[config.mk]
export PLATFORM = sky130hd
export DESIGN_NAME = three_wire_rf_serial_master
export DESIGN_NICKNAME = d
export VERILOG_FILES = /design/src/hw/rtl/twsm_pkg.sv /design/src/hw/rtl/twsm_seq.sv /design/src/hw/rtl/three_wire_rf_serial_master.sv
export SDC_FILE = /design/constraint.sdc
export NUM_CORES = 1
export LEC_CHECK = 0
export ABC_AREA = 1
export BUFFER_PORTS_ARGS = -buffer_cell sky130_fd_sc_hd__buf_4
export CAP_MARGIN = 20
export CORE_MARGIN = 2
export CORE_UTILIZATION = 45
export CTS_CLUSTER_SIZE = 12
export DETAILED_ROUTE_END_ITERATION = 6
export PLACE_DENSITY_LB_ADDON = 0.2
export REMOVE_ABC_BUFFERS = 1
export SYNTH_ARGS = -nofsm -noshare
export SYNTH_HDL_FRONTEND = slang
export SYNTH_SLANG_ARGS = --single-unit
[constraint.sdc]
create_clock -name clk -period 3.35 [get_ports clk]
set_input_delay 0.1675 -clock clk [delete_from_list [all_inputs] [get_ports clk]]
set_output_delay 0.1675 -clock clk [all_outputs]
set_load 0.1 [all_outputs]
[src/hw/rtl/twsm_pkg.sv]
// Shared types, codes and default sizes for the three-wire serial master.
package twsm_pkg;

    // Default frame sizes
    localparam int WRITE_FRAME_BITS_DEF = 16;
    localparam int READ_DATA_BITS_DEF   = 12;
    localparam int READ_ADDR_BITS_DEF   = 5;

    // Fixed field widths of the request and result items
    localparam int MODE_W  = 2;
    localparam int ADDR_W  = 5;
    localparam int WDATA_W = 12;
    localparam int RDATA_W = 12;
    localparam int WR_ADDR_W = 4;            // address bits carried by a write frame

    localparam int S_TDATA_W = 24;           // 18 used bits, padded to bytes
    localparam int M_TDATA_W = 24;           // 18 used bits, padded to bytes

    // Request kinds carried in tuser
    localparam logic [MODE_W-1:0] MODE_TICK  = 2'd0;
    localparam logic [MODE_W-1:0] MODE_WRITE = 2'd1;
    localparam logic [MODE_W-1:0] MODE_READ  = 2'd2;

    // Frame kind
    localparam logic KIND_WRITE = 1'b0;
    localparam logic KIND_READ  = 1'b1;

    // Frame segments
    typedef enum logic [5:0] {
        SEG_LEAD0 = 6'b000001,   // enable still high
        SEG_LEAD1 = 6'b000010,   // enable drops
        SEG_SHIFT = 6'b000100,   // 3-tick bit slots out of the send shifter
        SEG_TURN  = 6'b001000,   // line turnaround before read-back
        SEG_DATA  = 6'b010000,   // 5-tick sample slots
        SEG_TAIL  = 6'b100000    // enable back high
    } seg_t;

    typedef struct packed {
        logic [MODE_W-1:0]  mode;
        logic [ADDR_W-1:0]  reg_addr;
        logic [WDATA_W-1:0] write_data;
        logic               sense_bit;
    } req_t;

    typedef struct packed {
        logic               pin_enable;
        logic               pin_clock;
        logic               pin_data;
        logic               data_released;
        logic               busy_res;
        logic               done_res;
        logic [RDATA_W-1:0] read_data;
        logic               rejected;
    } res_t;

endpackage

[src/hw/rtl/twsm_seq.sv]
// Frame sequencer: frame state plus the pin logic for one tick.
module twsm_seq
    import twsm_pkg::*;
#(
    parameter int WRITE_FRAME_BITS = WRITE_FRAME_BITS_DEF,
    parameter int READ_DATA_BITS   = READ_DATA_BITS_DEF,
    parameter int READ_ADDR_BITS   = READ_ADDR_BITS_DEF
)
(
    input  logic clk,
    input  logic rst_n,
    input  logic step,          // apply the tick in req
    input  req_t req,
    output res_t res
);

    localparam int W = WRITE_FRAME_BITS;
    localparam int D = READ_DATA_BITS;
    localparam int R = READ_ADDR_BITS;
    localparam int MAX_BITS = (W > D) ? W : D;
    localparam int BIT_W = $clog2(MAX_BITS);

    localparam logic [BIT_W-1:0] WBIT_TOP = BIT_W'(W - 1);
    localparam logic [BIT_W-1:0] RBIT_TOP = BIT_W'(R - 1);
    localparam logic [BIT_W-1:0] DBIT_TOP = BIT_W'(D - 1);

    logic             active_reg, active_next;
    logic             kind_reg,   kind_next;
    seg_t             seg_reg,    seg_next;
    logic [2:0]       sub_reg,    sub_next;
    logic [BIT_W-1:0] bit_reg,    bit_next;
    logic [W-1:0]     send_reg,   send_next;
    logic [D-1:0]     recv_reg,   recv_next;

    logic [W+WDATA_W+WR_ADDR_W-1:0] frame_wide;
    logic [W+ADDR_W-1:0]            addr_wide;
    logic [W+ADDR_W-1:0]            addr_mask;
    logic [D+RDATA_W-1:0]           rd_wide;
    logic [W-1:0]                   send_load;
    logic [W-1:0]                   send_sel;

    always_comb
    begin
        frame_wide = {{W{1'b0}}, req.write_data, req.reg_addr[WR_ADDR_W-1:0]};
        addr_mask  = ~({(W+ADDR_W){1'b1}} << R);
        addr_wide  = {{W{1'b0}}, req.reg_addr} & addr_mask;
        send_load  = (req.mode == MODE_WRITE) ? frame_wide[W-1:0] : addr_wide[W-1:0];
    end

    always_comb
    begin
        logic start;
        logic load;
        logic setup_first;
        logic en, sclk, dat, rel, done;

        start = (req.mode == MODE_WRITE) || (req.mode == MODE_READ);
        load  = start && !active_reg;

        // State as seen by this tick (a start while no frame is active loads a fresh frame)
        active_next = active_reg || load;
        kind_next   = load ? ((req.mode == MODE_READ) ? KIND_READ : KIND_WRITE) : kind_reg;
        seg_next    = load ? SEG_LEAD0 : seg_reg;
        sub_next    = load ? 3'd0 : sub_reg;
        bit_next    = bit_reg;
        send_next   = load ? send_load : send_reg;
        recv_next   = load ? '0 : recv_reg;

        en   = 1'b1;
        sclk = 1'b0;
        dat  = 1'b0;
        rel  = 1'b0;
        done = 1'b0;
        setup_first = 1'b0;
        send_sel = send_next >> bit_next;

        if (active_next)
        begin
            unique case (seg_next)
                SEG_LEAD0:
                begin
                    seg_next = SEG_LEAD1;
                end
                SEG_LEAD1:
                begin
                    en       = 1'b0;
                    seg_next = SEG_SHIFT;
                    sub_next = 3'd0;
                    bit_next = (kind_next == KIND_WRITE) ? WBIT_TOP : RBIT_TOP;
                end
                SEG_SHIFT:
                begin
                    en  = 1'b0;
                    dat = send_sel[0];
                    // write: odd bits set up first; read: even bits
                    setup_first = (bit_next[0] == (kind_next == KIND_WRITE));
                    sclk = setup_first ? (sub_next != 3'd0) : (sub_next != 3'd2);
                    if (sub_next == 3'd2)
                    begin
                        sub_next = 3'd0;
                        if (bit_next == '0)
                            seg_next = (kind_next == KIND_WRITE) ? SEG_TAIL : SEG_TURN;
                        else
                            bit_next = bit_next - 1'b1;
                    end
                    else
                        sub_next = sub_next + 3'd1;
                end
                SEG_TURN:
                begin
                    en   = 1'b0;
                    rel  = 1'b1;
                    sclk = (sub_next == 3'd0);
                    if (sub_next == 3'd2)
                    begin
                        seg_next = SEG_DATA;
                        sub_next = 3'd0;
                        bit_next = DBIT_TOP;
                    end
                    else
                        sub_next = sub_next + 3'd1;
                end
                SEG_DATA:
                begin
                    en   = 1'b0;
                    rel  = 1'b1;
                    sclk = (sub_next >= 3'd1) && (sub_next <= 3'd3);
                    if (sub_next == 3'd3)
                        recv_next = {recv_next[D-2:0], req.sense_bit};
                    if (sub_next == 3'd4)
                    begin
                        sub_next = 3'd0;
                        if (bit_next == '0)
                            seg_next = SEG_TAIL;
                        else
                            bit_next = bit_next - 1'b1;
                    end
                    else
                        sub_next = sub_next + 3'd1;
                end
                SEG_TAIL:
                begin
                    rel = (kind_next == KIND_READ);
                    // write tail is two ticks, read tail one
                    if ((kind_next == KIND_READ) || (sub_next == 3'd1))
                        done = 1'b1;
                    sub_next = sub_next + 3'd1;
                end
                default:
                begin
                    seg_next = SEG_LEAD0;
                end
            endcase
        end

        active_next = active_next && !done;
        rd_wide     = {{RDATA_W{1'b0}}, recv_next};

        res.pin_enable    = en;
        res.pin_clock     = sclk;
        res.pin_data      = dat;
        res.data_released = rel;
        res.busy_res      = active_next;
        res.done_res      = done;
        res.read_data     = (done && (kind_next == KIND_READ)) ? rd_wide[RDATA_W-1:0] : '0;
        res.rejected      = start && active_reg;
    end

    always_ff @(posedge clk or negedge rst_n)
    begin
        if (!rst_n)
        begin
            active_reg <= 1'b0;
            kind_reg   <= KIND_WRITE;
            seg_reg    <= SEG_LEAD0;
            sub_reg    <= 3'd0;
            bit_reg    <= '0;
        end
        else if (step)
        begin
            active_reg <= active_next;
            kind_reg   <= kind_next;
            seg_reg    <= seg_next;
            sub_reg    <= sub_next;
            bit_reg    <= bit_next;
        end
    end

    always_ff @(posedge clk)
    begin
        if (step)
        begin
            send_reg <= send_next;
            recv_reg <= recv_next;
        end
    end

endmodule

[src/hw/rtl/three_wire_rf_serial_master.sv]
// Top level of the three-wire RF register bus master: request/result registers around the sequencer.
//
//  channel  | dir | handshake          | payload
//  ---------+-----+--------------------+-------------------------------------------------
//  s_*      | in  | s_tvalid/s_tready  | tuser: mode; tdata: reg_addr, write_data, sense_bit
//  m_*      | out | m_tvalid/m_tready  | tdata: pin levels, busy, read_data, rejected; tlast: done
//
//  One request is one bus tick and yields exactly one result.
//  Throughput is one request per clock while the result is not stalled: the
//  request register feeds the sequencer logic, whose result is registered in the output register.
//  The result of an accepted request passes through the request register and
//  then the output register, where it is held until m_tready takes it.
//  rst_n clears the frame state and both valid flags; the bus starts idle.
//  A stalled m_tready holds the result; one more request is still taken into
//  the request register, after which s_tready drops until the result drains.
module three_wire_rf_serial_master
    import twsm_pkg::*;
#(
    parameter int WRITE_FRAME_BITS = WRITE_FRAME_BITS_DEF,
    parameter int READ_DATA_BITS   = READ_DATA_BITS_DEF,
    parameter int READ_ADDR_BITS   = READ_ADDR_BITS_DEF
)
(
    input  logic                 clk,
    input  logic                 rst_n,

    input  logic                 s_tvalid,
    output logic                 s_tready,
    input  logic [S_TDATA_W-1:0] s_tdata,   // reg_addr[4:0], write_data[16:5], sense_bit[17], zero pad
    input  logic [MODE_W-1:0]    s_tuser,   // mode[1:0]

    output logic                 m_tvalid,
    input  logic                 m_tready,
    output logic [M_TDATA_W-1:0] m_tdata,   // pin_enable[0], pin_clock[1], pin_data[2],
                                            // data_released[3], busy_res[4], read_data[16:5],
                                            // rejected[17], zero pad
    output logic                 m_tlast    // done_res
);

    logic in_valid_reg;
    req_t in_req_reg;
    logic out_valid_reg;
    res_t out_res_reg;
    logic advance;
    res_t seq_res;

    // The request register moves on whenever the result slot is free or draining
    assign advance  = in_valid_reg && (!out_valid_reg || m_tready);
    assign s_tready = !in_valid_reg || !out_valid_reg || m_tready;

    always_ff @(posedge clk or negedge rst_n)
    begin
        if (!rst_n)
        begin
            in_valid_reg  <= 1'b0;
            out_valid_reg <= 1'b0;
        end
        else
        begin
            if (s_tready)
                in_valid_reg <= s_tvalid;
            if (advance)
                out_valid_reg <= 1'b1;
            else if (m_tready)
                out_valid_reg <= 1'b0;
        end
    end

    always_ff @(posedge clk)
    begin
        if (s_tready && s_tvalid)
        begin
            in_req_reg.mode       <= s_tuser;
            in_req_reg.reg_addr   <= s_tdata[ADDR_W-1:0];
            in_req_reg.write_data <= s_tdata[ADDR_W+WDATA_W-1:ADDR_W];
            in_req_reg.sense_bit  <= s_tdata[ADDR_W+WDATA_W];
        end
        if (advance)
            out_res_reg <= seq_res;
    end

    // Frame state advances exactly once per request, when it leaves the request register
    twsm_seq #(
        .WRITE_FRAME_BITS (WRITE_FRAME_BITS),
        .READ_DATA_BITS   (READ_DATA_BITS),
        .READ_ADDR_BITS   (READ_ADDR_BITS)
    ) u_seq (
        .clk   (clk),
        .rst_n (rst_n),
        .step  (advance),
        .req   (in_req_reg),
        .res   (seq_res)
    );

    assign m_tvalid = out_valid_reg;
    assign m_tlast  = out_res_reg.done_res;
    assign m_tdata  = {{(M_TDATA_W - 6 - RDATA_W){1'b0}},
                       out_res_reg.rejected,
                       out_res_reg.read_data,
                       out_res_reg.busy_res,
                       out_res_reg.data_released,
                       out_res_reg.pin_data,
                       out_res_reg.pin_clock,
                       out_res_reg.pin_enable};

endmodule

==> impl_metrics.tcl, run 1 <==
set metrics [dict create \
    clkSinkCount 84 \
    critical_path_class "reg -> reg" \
    synth_area_leaders "edfxtp_1 48%, nand2_1 10%, dfrtp_1 9.5%" \
    status "complete, no violations" \
    grt_max_degree 29 \
    cp-end-kind "register" \
    cts_buffers 9 \
    worst-path-buf-inv 3 \
    rsz0062_at_grt "no" \
    finalHoldViolations 0 \
    post_cts_buffers 0 \
    coreArea_um2 9200 \
    synth_area_um2 4230 \
    powerDensity_nw_per_um2 651 \
    drc 0 \
    yosysTopAreaCell "edfxtp_1" \
    wirelength_um 8720 \
    dieArea_um2 10200 \
    ir_worst_vdd_mv 0.320 \
    num_io_pins 57 \
    p_comb_frac 0.348 \
    clock_power_share 0.229 \
    slowest_stage "nor2_4" \
    start_util 0.460 \
    slowest_delay_ns 0.41 \
    final_common_cell "nand2_1" \
    dp_hpwl_um 5930 \
    grt_overflow 0 \
    die_y_um 101 \
    max_slew.worst_pin.slew_ns 0.614 \
    critPathRequiredTime_ns 3.46 \
    clk_pin_slew_ns 0.09 \
    cts_tree "built" \
    dr.pass1.iters 4 \
    routedWlPerCell_um 13.7 \
    ys_types 38 \
    drv_slew 0 \
    setup_viol 0 \
    switching_share 0.391 \
    areaGrowthSynthToFinish_pct 19.3 \
    slew_headroom 0.589 \
    fin_skew_ns 0.0169 \
    p_leak_nw 2.25 \
    grt_pass1_vias 3103 \
    fin_setup_tns_ns 0 \
    max_cap_viol_count 0 \
    min_period_ns 2.88 \
    diodes 0 \
    hold_path.class "in -> reg" \
    synth-seq-area-share 0.577 \
    reg2reg_depth 13 \
    drive_gt1_frac 0.173 \
    p_sw_mw 1.29 \
    fmax_mhz 347 \
    syn_avg_cell_area_um2 9.36 \
    die_w_um 101 \
    drt_iter0_markers 142 \
    synth-seq-cells 84 \
    cp-start-kind "register" \
    cp_max_fo 21 \
    p_seq_frac 0.423 \
    synthesis.instances 452 \
    gp_congestion 0.892 \
    clock-root-buffer "clkbuf_8" \
    cts.repair.resized 0 \
    ant_nets 0 \
    grt_use_total 0.184 \
    row_count 35 \
    grt_pass1_wl_um 14700 \
    htreeDepth 3 \
    crit_arrival_ns 3.00 \
    vias 3231 \
    io_buffers 44 \
    whs_path_depth 3 \
    antenna_found_initial 0 \
    final_cell_mix "114 x nand2_1, 67 x edfxtp_1, 50 x inv_1, 49 x buf_4, 43 x nand3_1" \
    path_cells "ha_1 > inv_1 > nand2_2 > nand2_1 > inv_1 > ha_1 > ha_1 > nand2_1 > nor2_4 > inv_2 > nand2_1 > o21a_1 > nor2_1" \
    dp_cells 599 \
    clk_latency_ns 0.35 \
    cp_num_cells 13 \
    power.internal_mw 2.00 \
    crit_family "simple AND/OR/NAND/NOR gates" \
    nets 558 \
    layoutNonFillerInstCount 636 \
    yosys_warnings 0 \
    clock_path_buffers 2 \
    yosysTopAreaCellShare 0.476 \
    post-route-period-util 0.861 \
    vias_per_cell 5.08 \
    largest_register_ffs 20 \
]
power by group through the flow:
stage / Combinational [mW] / Sequential [mW] / Clock, mW
global route: 1.28 / 1.41 / 0.812
floorplan: 0.729 / 1.53 / 0
detailed placement: 1.12 / 1.41 / 0
finish: 1.14 / 1.39 / 0.752
global placement: 1.10 / 1.41 / 0
CTS: 1.14 / 1.39 / 0.767
metal layers:
| layer | up-vias | track usage | part of all wire |
|---|---|---|---|
| met5 | - | 0 | 0 |
| met4 | 0 | 0.0509 | 0.012 |
| met3 | 10 | 0.0340 | 0.037 |
| met2 | 73 | 0.304 | 0.48 |
| met1 | 1526 | 0.252 | 0.47 |
| li1 | 1622 | - | - |
Yosys cell counts, drive strengths merged:
master,count
inv,55
nor2b,9
xor2,2
or3,1
dfrtp,16
nand3b,1
clkinv,1
clkbuf,2
nor3,5
o22ai,2
ha,8
buf,16
nand2,119
nand4,1
nor2,43
o211ai,3
edfxtp,67
dfstp,1
a31oi,6
conb,1
o21a,1
o21ai,35
a21oi,12
nand3,45
logic make-up after synthesis:
group / after synthesis / share of synthesized area
DFF: 84 / 0.577
AOI/OAI and AO/OA: 59 / 0.0796
other: 1 / 0.000887
buffers and inverters: 74 / 0.0799
xor gates and xnor gates: 2 / 0.00414
and+or+nand+nor: 224 / 0.235
adders and majority gates: 8 / 0.0237
worst paths after layout:
check                                          endpoint                    startpoint  slack [ns]
max                           m_tdata[15]$_SDFFCE_PN0P_      in_req_reg[19]$_DFFE_PP_        0.47
min                            in_valid_reg$_DFFE_PN0N_                      s_tvalid        0.04
max in group asynchronous  u_seq.seg_reg[0]$_DFFE_PN1P_                         rst_n        2.87
min reg2reg                u_seq.seg_reg[0]$_DFFE_PN1P_  u_seq.seg_reg[0]$_DFFE_PN1P_        0.48
max reg2reg                   m_tdata[15]$_SDFFCE_PN0P_      in_req_reg[19]$_DFFE_PP_        0.47
min in group asynchronous  u_seq.bit_reg[3]$_DFFE_PN0P_                         rst_n        0.21
through the flow:
stage               worst slack (ns)  hold WS (ns)  instance area (µm²)  total power, mW   util
floorplan                      0.295        -0.128                 4120             2.26      -
global placement               0.533        0.0576                 4630             2.51  0.503
detailed placement             0.470        0.0620                 4630             2.53  0.503
CTS                            0.458        0.0204                 5040             3.30  0.548
global route                   0.175        0.0556                 5040             3.50  0.548
finish                         0.466        0.0359                 5040             3.28  0.548
tightest hold or removal path: cells and delay by family:
kind,cells,cell delay [ns]
buf+inv,2,0.11
simple gates,1,0.06
repair_timing:
action                     CTS  global route
setup endpoints to repair    0             0
hold buffers                21             0
hold endpoints to repair    37             0
area by class of cell:
cell class	instances	area, µm²
clock inverters	7	80.1
fillers	821	4150
flip-flops and latches	84	2440
clock buffers	9	124
multi-input cells	299	1470
inverters	56	210
repair buffers	70	578
well taps	111	139
No activity file was read; power rests on OpenSTA's default activity.
==> inputs of run 2 (changes only) <==
--- a/config.mk
+++ b/config.mk
@@ -5,7 +5,6 @@
 export SDC_FILE = /design/constraint.sdc
 export NUM_CORES = 1
 export LEC_CHECK = 0
-export ABC_AREA = 1
 export BUFFER_PORTS_ARGS = -buffer_cell sky130_fd_sc_hd__buf_4
 export CAP_MARGIN = 20
 export CORE_MARGIN = 2
==> run 2 against run 1 <==
Net effect:
- sequential power grew 7%
- total power grew 2.7%
- global-route usage shrank 0.84 points
- critical path type unchanged
- critical endpoint is now u_seq.bit_reg[0]$_DFFE_PN0P_
- largest power group unchanged
==> impl_metrics.tcl, run 2 <==
set metrics [dict create \
    status "complete, no violations" \
    nFillCells 779 \
    areaGrowthSynthToFinish_pct 20.0 \
    coreArea_um2 9150 \
    gp_congestion 0.894 \
    dr_wl_met3_um 351 \
    cp_max_fo 6 \
    post_cts_buffers 0 \
    cp-end-kind "register" \
    min_period_ns 2.73 \
    ys_types 62 \
    slowest_stage "a311oi_1" \
    max_slew.worst_pin.slew_ns 0.937 \
    finalHoldViolations 0 \
    die_y_um 101 \
    max_cap_viol_count 0 \
    start_util 0.459 \
    clock_path_buffers 2 \
    critical_path_class "reg -> reg" \
    syn_avg_cell_area_um2 11.5 \
    synth.most_common_cell "edfxtp_1" \
    rsz0062_at_grt "no" \
    slowest_delay_ns 0.56 \
    crit_family "compound AO/OA/AOI/OAI gates" \
    synth_area_um2 4200 \
    fin_util 0.551 \
    hold_path.class "in -> reg" \
    grt_max_degree 34 \
    final_cell_mix "67 x edfxtp_1, 53 x buf_4, 34 x nor2_1, 33 x nand2_1, 23 x inv_1" \
    dieArea_um2 10100 \
    fin_setup_tns_ns 0 \
    wirelength_um 8230 \
    grt_pass1_vias 2905 \
    clk_latency_ns 0.36 \
    yosys-top-cells-count "67 x edfxtp_1, 34 x nor2_1, 33 x nand2_1" \
    die_w_um 101 \
    whs_path_depth 3 \
    setup_viol 0 \
    seq_area_um2 2440 \
    synth-seq-cells 84 \
    wl_met1_um 4000 \
    p_leak_nw 2.04 \
    r2r-end "u_seq.bit_reg[0]$_DFFE_PN0P_" \
    clock-root-buffer "clkbuf_8" \
    synthesis.instances 366 \
    powerDensity_nw_per_um2 669 \
    power.total_mw 3.37 \
    worstHoldStart "m_tready" \
    worst-path-buf-inv 1 \
    yosys_warnings 0 \
    antenna_found_initial 0 \
    synthArstFlopShare 0.202 \
    final_common_cell "edfxtp_1" \
    crit_arrival_ns 2.98 \
    met2_length_um 3800 \
    path_cells "inv_1 > ha_1 > or2_2 > nand2_1 > ha_1 > nand2_1 > a311oi_1 > nand3_1 > a32o_1" \
    dp_hpwl_um 5640 \
    post-route-period-util 0.816 \
    multiInputGateArea_um2 1550 \
    htreeDepth 3 \
    vias_per_cell 5.40 \
    synth_area_leaders "edfxtp_1 48%, dfrtp_1 9.5%, nor2_1 3.0%" \
    highest_layer "met4" \
    dr.pass1.iters 4 \
    clkSinkCount 84 \
    ant_nets 0 \
    critPathRequiredTime_ns 3.59 \
    synth_edf_count 67 \
    largest_register_ffs 20 \
    reg2reg_from "in_req_reg[18]$_DFFE_PP_" \
    yosysTopAreaCell "edfxtp_1" \
    r2r_slack_ns 0.62 \
    drv_slew 0 \
    vias 2959 \
    num_io_pins 57 \
    place_ws_ns 0.658 \
    diodes 0 \
    hold_path_end "in_valid_reg$_DFFE_PN0N_" \
    cp_num_cells 9 \
    grt_use_total 0.176 \
    ir_worst_vdd_mv 0.286 \
    fin_skew_ns 0.0122 \
    drc 0 \
    row_count 35 \
    nets 470 \
    grt_pass1_wl_um 13800 \
    cts_tree "built" \
    cts_buffers 9 \
    drive_gt1_frac 0.206 \
    drt_iter0_markers 190 \
    routedWlPerCell_um 15.0 \
    clk_pin_slew_ns 0.09 \
    yosysTopAreaCellShare 0.479 \
    synth-seq-area-share 0.580 \
    slew_headroom 0.369 \
    io_buffers 44 \
    finalWorstSetupSlack_ns 0.618 \
    fmax_mhz 366 \
    reg2reg_depth 9 \
    grt_overflow 0 \
    synth-main-ff-cell "edfxtp_1" \
    cp-start-kind "register" \
]
## run 2: report_power, final
| group | internal [mW] | total [mW] | switching [mW] |
|---|---|---|---|
| logic | 0.419 | 1.13 | 0.710 |
| registers | 1.32 | 1.49 | 0.170 |
| clock network | 0.355 | 0.754 | 0.399 |
## run 2: area by class of cell
type | instances | share of cell area
Timing Repair Buffer | 75 | 0.122
Clock inverter | 7 | 0.0159
Tap cell | 111 | 0.0275
Multi-Input combinational cell | 236 | 0.307
Sequential cell | 84 | 0.483
Inverter | 26 | 0.0193
Clock buffer | 9 | 0.0245
## run 2: timing repair
item | CTS | global route
hold endpoints to repair | 38 | 0
gates resized for setup | 0 | 0
setup endpoints to repair | 0 | 0
hold buffers | 22 | 0
## run 2: layer usage
layer | global-route usage | up-vias
met1 | 0.242 | 1409
met3 | 0.0354 | 6
met2 | 0.282 | 81
li1 | - | 1463
met4 | 0.0580 | 0
met5 | 0 | -
## run 2: per-stage QoR
step	hold WS (ns)	instances	cell area (µm²)
after floorplan	-0.128	346	4090
after detailed placement	0.0503	510	4620
after CTS	0.105	548	5050
after global placement	0.0475	510	4620
after global routing	0.129	548	5050
final	0.116	548	5050
## run 2: cells by family (layout without fill, tap and decap cells)
kind of cell    Yosys count  after routing  synth area share
buf+inv                  51            117            0.0560
simple gates            124            124             0.147
xor+xnor                  2              2           0.00417
other cells               1              6          0.000892
mux                      21             21            0.0634
flops                    84             84             0.580
fa+ha+maj                 8              8            0.0238
compound gates           75             75             0.125
## run 2: worst min-delay path: stages
cell      delay [ns]
buf_4           0.08
nand3b_1        0.13
nand2b_1        0.06
## run 2: worst max path at each step
stage                     slack, ns                     start                      endpoint
after floorplan                0.21  in_req_reg[19]$_DFFE_PP_      m_tdata[5]$_SDFFCE_PN0P_
after global placement         0.72  in_req_reg[18]$_DFFE_PP_      m_tdata[5]$_SDFFCE_PN0P_
after detailed placement       0.66  in_req_reg[19]$_DFFE_PP_      m_tdata[5]$_SDFFCE_PN0P_
after CTS                      0.65  in_req_reg[19]$_DFFE_PP_      m_tdata[6]$_SDFFCE_PN0P_
after global routing           0.45  in_req_reg[18]$_DFFE_PP_  u_seq.bit_reg[1]$_DFFE_PN0P_
final                          0.62  in_req_reg[18]$_DFFE_PP_  u_seq.bit_reg[0]$_DFFE_PN0P_
==> inputs of run 3 (changes only) <==
==> constraint.sdc (replaced) <==
create_clock -name clk -period 2.8 [get_ports clk]
set_input_delay 0.14 -clock clk [delete_from_list [all_inputs] [get_ports clk]]
set_output_delay 0.14 -clock clk [all_outputs]
set_load 0.1 [all_outputs]
==> run 3 against run 2 <==
Net effect:
- final cell count grew 1.8%
- non-clock buffer count is 10 higher
- combinational power is 26% higher
- global-route usage rose by 0.25 points
- die area is the same
- total power up 21%
- sequential share of layout area fell by 0.93 points
- design area increased by 2.0%
- critical path depth up 2
- clock skew is essentially flat
- clock-buffer cell count grew 1
- utilization increased by 1.1 points
- critical endpoint is now m_tdata[6]$_SDFFCE_PN0P_
- highest routed layer unchanged
==> impl_metrics.tcl, run 3 (synthesis gave the netlist of run 2 again) <==
set metrics [dict create \
    grt_pass1_vias 2912 \
    clk_pin_slew_ns 0.08 \
    row_count 35 \
    crit_family "simple AND/OR/NAND/NOR gates" \
    num_io_pins 57 \
    final_area_um2 5140 \
    start_util 0.459 \
    cp-startpoint "in_req_reg[19]$_DFFE_PP_" \
    finalHoldViolations 0 \
    vias_per_cell 5.36 \
    dr.pass1.iters 4 \
    cts_buffers 9 \
    fin_util 0.562 \
    cp-end-kind "register" \
    antenna_found_initial 0 \
    dp_cells 520 \
    max_cap_viol_count 0 \
    dpl-instance-area_um2 4710 \
    die_w_um 101 \
    drv_slew 0 \
    critPathRequiredTime_ns 2.88 \
    diodes 0 \
    min_period_ns 2.64 \
    fmax_mhz 379 \
    grt_overflow 0 \
    gp_congestion 0.938 \
    grt_max_degree 37 \
    dp_hpwl_um 5760 \
    fin_setup_tns_ns 0 \
    die_y_um 101 \
    dieArea_um2 10100 \
    slowest_delay_ns 0.52 \
    slowest_stage "or4_1" \
    io_buffers 44 \
    clock-root-buffer "clkbuf_8" \
    clock_path_buffers 2 \
    areaGrowthSynthToFinish_pct 22.4 \
    worst-path-buf-inv 3 \
    ir_worst_vdd_mv 0.333 \
    post-route-period-util 0.941 \
    status "complete, no violations" \
    drive_gt1_frac 0.224 \
    final_common_cell "edfxtp_1" \
    powerDensity_nw_per_um2 791 \
    hold_path.class "in -> reg" \
    reg2reg_from "in_req_reg[19]$_DFFE_PP_" \
    grt_use_total 0.179 \
    clk_latency_ns 0.35 \
    grt_pass1_wl_um 14000 \
    setup_viol 0 \
    final_cell_mix "67 x edfxtp_1, 61 x buf_4, 34 x nor2_1, 33 x nand2_1, 23 x inv_1" \
    slew_headroom 0.443 \
    critical_path_class "reg -> reg" \
    crit_path_frequent_cell "ha_1" \
    p_leak_nw 2.09 \
    crit_arrival_ns 2.72 \
    cp-start-kind "register" \
    rsz0062_at_grt "yes" \
    power.total_mw 4.07 \
    htreeDepth 3 \
    wirelength_um 8500 \
    met1_usage 0.240 \
    grtUsageMet2 0.290 \
    nets 480 \
    ant_nets 0 \
    layoutNonFillerInstCount 558 \
    worstHoldStart "m_tready" \
    post_cts_buffers 0 \
    coreArea_um2 9150 \
    drc 0 \
    top_usage_layer "met2" \
    cp_max_fo 13 \
    vias 2992 \
    routedWlPerCell_um 15.2 \
    clkSinkCount 84 \
    global_route.usage.met3 0.0347 \
    path_cells "ha_1 > or2_2 > nand2_1 > inv_1 > ha_1 > ha_1 > inv_1 > or4_1 > buf_6 > mux2i_1 > nor2_1" \
    largest_register_ffs 20 \
    drt_iter0_markers 193 \
    fin_skew_ns 0.0125 \
    cts_tree "built" \
    max_slew.worst_pin.slew_ns 0.836 \
]
-- run 3: cell count changes in the layout (fill, tap and decap cells not counted) --
cell	previous run	this run
buf_12	0	1
mux2i_1	12	11
inv_6	4	2
mux2i_4	0	1
clkinv_4	0	1
clkbuf_1	0	1
buf_6	0	1
buf_4	53	61
-- run 3: final timing paths --
path | slack (ns) | depth (start not counted) | end
setup / recovery | 0.16 | 11 | m_tdata[6]$_SDFFCE_PN0P_
hold / removal | 0.11 | 3 | in_valid_reg$_DFFE_PN0N_
setup reg to reg | 0.16 | 11 | m_tdata[6]$_SDFFCE_PN0P_
hold reg to reg | 0.54 | 1 | u_seq.seg_reg[0]$_DFFE_PN1P_
max in group asynchronous | 2.35 | 2 | u_seq.seg_reg[0]$_DFFE_PN1P_
min in group asynchronous | 0.19 | 2 | u_seq.bit_reg[0]$_DFFE_PN0P_
-- run 3: power breakdown --
| group | switching (mW) | internal (mW) | total [mW] | leakage (nW) |
|---|---|---|---|---|
| logic | 0.870 | 0.548 | 1.42 | 1.14 |
| registers | 0.201 | 1.58 | 1.78 | 0.848 |
| clock network | 0.451 | 0.420 | 0.872 | 0.0935 |
-- run 3: layout make-up --
class	count	area, µm²
fill	781	4010
sequential	84	2440
multi-input combinational	236	1560
timing repair buffer	85	709
tap	111	139
clock buffer	10	128
inverter	26	97.6
clock inverter	6	71.3
-- run 3: worst reg2reg max path, stage by stage, from the launching register on --
cell and delay, ns:
edfxtp_1 0.40, ha_1 0.30, or2_2 0.13, nand2_1 0.10
inv_1 0.10, ha_1 0.15, ha_1 0.14, inv_1 0.05
or4_1 0.52, buf_6 0.19, mux2i_1 0.21, nor2_1 0.08
-- run 3: per-layer routing --
layer | share of wire | routed length (µm)
met3 | 0.046 | 395
met2 | 0.48 | 4070
met4 | 0.012 | 99
met1 | 0.46 | 3930
met5 | 0 | 0
-- run 3: per-stage QoR --
stage          worst slack, ns  hold WS (ns)
6_report                 0.164         0.109
4_1_cts                  0.124        0.0870
2_1_floorplan           -0.340        -0.156
3_3_place_gp             0.206        0.0239
5_1_grt               -0.00238         0.103
3_5_place_dp             0.149        0.0243
-- run 3: repair_timing --
item	in CTS	in global routing
gates resized for setup	0	3
endpoints found under the setup margin	0	8
hold buffers	22	0
hold endpoints to repair	38	0
